`src/rtl/lbs2d_ram.sv`:
```
module lbs2d_ram #(
  parameter int WIDTH = 32,
  parameter int DEPTH = 64,
  localparam int AW = (DEPTH > 1) ? $clog2(DEPTH) : 1
) (
  input  logic             clk,
  input  logic             we,
  input  logic [AW-1:0]    waddr,
  input  logic [WIDTH-1:0] wdata,
  input  logic             re,
  input  logic [AW-1:0]    raddr,
  output logic [WIDTH-1:0] rdata
);

  logic [WIDTH-1:0] mem_r [DEPTH];
  logic [WIDTH-1:0] rdata_r;

  // Write port
  always_ff @(posedge clk) begin
    if (we) begin
      mem_r[waddr] <= wdata;
    end
  end

  // Registered read port
  always_ff @(posedge clk) begin
    if (re) begin
      rdata_r <= mem_r[raddr];
    end
  end

  assign rdata = rdata_r;

endmodule

```
`config.mk`:
```
export PLATFORM = sky130hd
export DESIGN_NAME = lbs2d_ram
export DESIGN_NICKNAME = d
export VERILOG_FILES = /design/src/rtl/lbs2d_ram.sv
export SDC_FILE = /design/constraint.sdc
export NUM_CORES = 2
export LEC_CHECK = 0
export BUFFER_PORTS_ARGS = -buffer_cell sky130_fd_sc_hd__buf_4
export CORE_MARGIN = 10
export CORE_UTILIZATION = 55
export CTS_BUF_LIST = sky130_fd_sc_hd__clkbuf_8
export DETAILED_ROUTE_END_ITERATION = 12
export PLACE_DENSITY = 0.71
export SLEW_MARGIN = 10
export SYNTH_ARGS = -nofsm -noshare
export SYNTH_HDL_FRONTEND = slang
export SYNTH_SLANG_ARGS = --single-unit
```
`constraint.sdc`:
```
create_clock -name clk -period 4.8 [get_ports clk]
set_input_delay 0.72 -clock clk [delete_from_list [all_inputs] [get_ports clk]]
set_output_delay 0.72 -clock clk [all_outputs]
set_load 0.02 [all_outputs]
```
==> flow_summary.json <==
{
  "fmax_mhz": 317,
  "post_cts_resized": 0,
  "critical_path_class": "input port to flop",
  "die_w_um": 399,
  "drv_slew": 0,
  "ios": 79,
  "cts_buffers": 331,
  "cts_hold_buf": 0,
  "cap_viol_max_count": 0,
  "routed_wirelength_mm": 202,
  "setup.worst_path.end_class": "flop",
  "worst_ep_arrival_time_ns": 3.88,
  "syn2layout_area_growth_pct": 12.1,
  "synth-seq-cells": 2080,
  "p_leak_nw": 27.9,
  "r2r_start": "mem_r[51][25]",
  "rsz0062_at_grt": "false",
  "clk_latency_ns": 1.04,
  "worstMarginPinSlew_ns": 1.25,
  "overflow": 0,
  "worstPathMaxFanout": 72,
  "cts.clk_slew.worst_paths_ns": 0.06,
  "required_ns": 5.52,
  "port_buffers": 78,
  "final_cell_mix": "edfxtp_1 (2080), mux4_2 (544), clkbuf_8 (337)",
  "power_density_mw_per_mm2": 399,
  "drt_iter0_drc": 5495,
  "grt_pass1_vias": 39500,
  "cts_tree": "yes",
  "finalPower_mw": 35.2,
  "synth_nets": 3371,
  "clock-sinks": 2080,
  "rows": 138,
  "cts_setup_buffers": 0,
  "hp-start": "waddr[1]",
  "fp.dieArea_mm2": 0.159,
  "mostFrequentLayoutCell": "edfxtp_1",
  "hold_path_depth": 3,
  "vias": 38600,
  "dr.pass1.iters": 6,
  "grt_util_all_layers_pct": 25.6,
  "finalHoldViolCount": 0,
  "routedWlPerCell_um": 34.8,
  "route.detailed.drc": 0,
  "coreArea_mm2": 0.142,
  "rrSetupSlack_ns": 2.36,
  "synthMuxAreaShare_pct": 16.7,
  "reg2reg_to": "rdata[25]",
  "critPathLaunchType": "input port",
  "gp_congestion": 0.803,
  "vias_per_cell": 6.64,
  "synth-adder-area-share_pct": 0,
  "antenna_found_initial": 11,
  "fill_cells": 9316,
  "hpwl_mm": 110,
  "skew_ns": 0.0494,
  "syn-cell-area_mm2": 0.0788,
  "synth_top_family_by_area": "multiplexers",
  "start_util_pct": 55.5,
  "drive_above_1_share_pct": 30.9,
  "slew_headroom_pct": 16.9,
  "worst-r2r-cell-count": 6,
  "synth_area_per_cell_um2": 23.7,
  "synth_compound_area_share_pct": 1.67,
  "hp-class": "input port to flop",
  "synth-xor-area-share_pct": 0,
  "syn_inst": 3324,
  "setup_tns_ns": 0,
  "synthSimpleGateAreaFrac_pct": 1.26,
  "clockBufferDepth": 4,
  "die_h_um": 399,
  "setup_viol": 0,
  "grt_max_degree": 73,
  "cts-root-buf": "clkbuf_8",
  "ys_seq_area_share_pct": 79.2,
  "final.period_utilization_pct": 65.8,
  "worstHoldEndpoint": "mem_r[51][29]",
  "ir_drop_v": 0.000334,
  "yosys_warnings": 0,
  "htree_levels": 5,
  "nets": 3744,
  "yosysUniqueCellTypes": 33,
  "drtAntennaViolNets": 0,
  "finalCriticalPeriod_ns": 3.16,
  "outcome": "complete, no violations",
  "grt_pass1_wl_mm": 287
}
## cell type report
cell class / count / area [um2] / share of cell area (%)
multi-input cells: 1062 / 16000 / 18.1
clock buffers: 337 / 4640 / 5.25
diodes: 10 / 25.0 / 0.0283
flip-flops and latches: 2080 / 62500 / 70.7
clock inverters: 215 / 940 / 1.06
repair buffers: 222 / 1950 / 2.21
well taps: 1890 / 2360 / 2.68
## synth_stat cells (all sizes together)
cell type  instances  area, um2
edfxtp          2080      62500
mux4             544      12300
nor2             137        514
buf              108        608
mux2i             93        931
o22ai             84        526
clkbuf            74        278
a21oi             62        310
o221ai            27        236
nand2             26       97.6
nor2b             15       93.8
a22oi             12       90.1
a311oi             8       70.1
nand2b             8       50.1
nor3               7       35.0
nand3              5       25.0
nand3b             5       37.5
or3b               5       43.8
a41o               4       40.0
and3               4       25.0
o32ai              4       35.0
or2                3       18.8
or3                3       18.8
and2               2       12.5
nand4              2       12.5
a31oi              1       6.26
nand4b             1       8.76
## kinds of logic (layout without fill, tap and decap cells)
logic type             after synthesis  in the layout
AOI/OAI and AO/OA                  202            202
and+or+nand+nor                    223            223
buffers and inverters              182            774
muxes                              637            637
other                                0             10
DFF                               2080           2080
## worst max-delay path, cell delays in order
cell and delay [ns]:
buf_8 0.50, buf_12 0.39, buf_4 0.43, mux4_2 0.56, o221ai_1 0.23, a21oi_1 0.16, a21oi_1 0.59, nor2_1 0.11
## stage by stage
stage	area (um2)	worst slack, ns	instances	hold WS (ns)	utilization, %
after floorplan	78800	0.920	3324	0.750	-
after global placement	82700	0.727	5254	0.850	58.3
after detailed placement	82700	0.678	5254	0.879	58.3
after CTS	88300	1.81	5806	0.175	62.2
after global routing	88300	1.73	5808	0.238	62.2
final	88300	1.64	5816	0.243	62.2
## where the power goes
part | internal, mW | switching [mW]
Combinational | 0.693 | 1.16
Sequential | 20.2 | 0.0687
Clock | 6.62 | 6.52
Total | 27.5 | 7.75
## state kept, by name, indices dropped and copies added, names as in the netlist
name   flops
mem_r   2048
rdata     32
## worst max-delay path by stage
stage,start,slack (ns),to
after floorplan,waddr[3],0.92,mem_r[48][0]
after CTS,raddr[1],1.81,rdata[3]
after global routing,raddr[0],1.73,rdata[22]
after detailed placement,raddr[1],0.68,rdata[3]
after global placement,raddr[0],0.73,rdata[22]
final,raddr[1],1.64,rdata[3]
## routing by layer
metal / global-route usage (%) / up-vias / wire [um]
met4: 9.22 / 6 / 6880
met3: 6.55 / 386 / 23900
met2: 40.8 / 2580 / 98400
met1: 34.6 / 20600 / 72900
li1: - / 15100 / -
met5: 0 / - / 39
(Power assumes the default switching activity.)
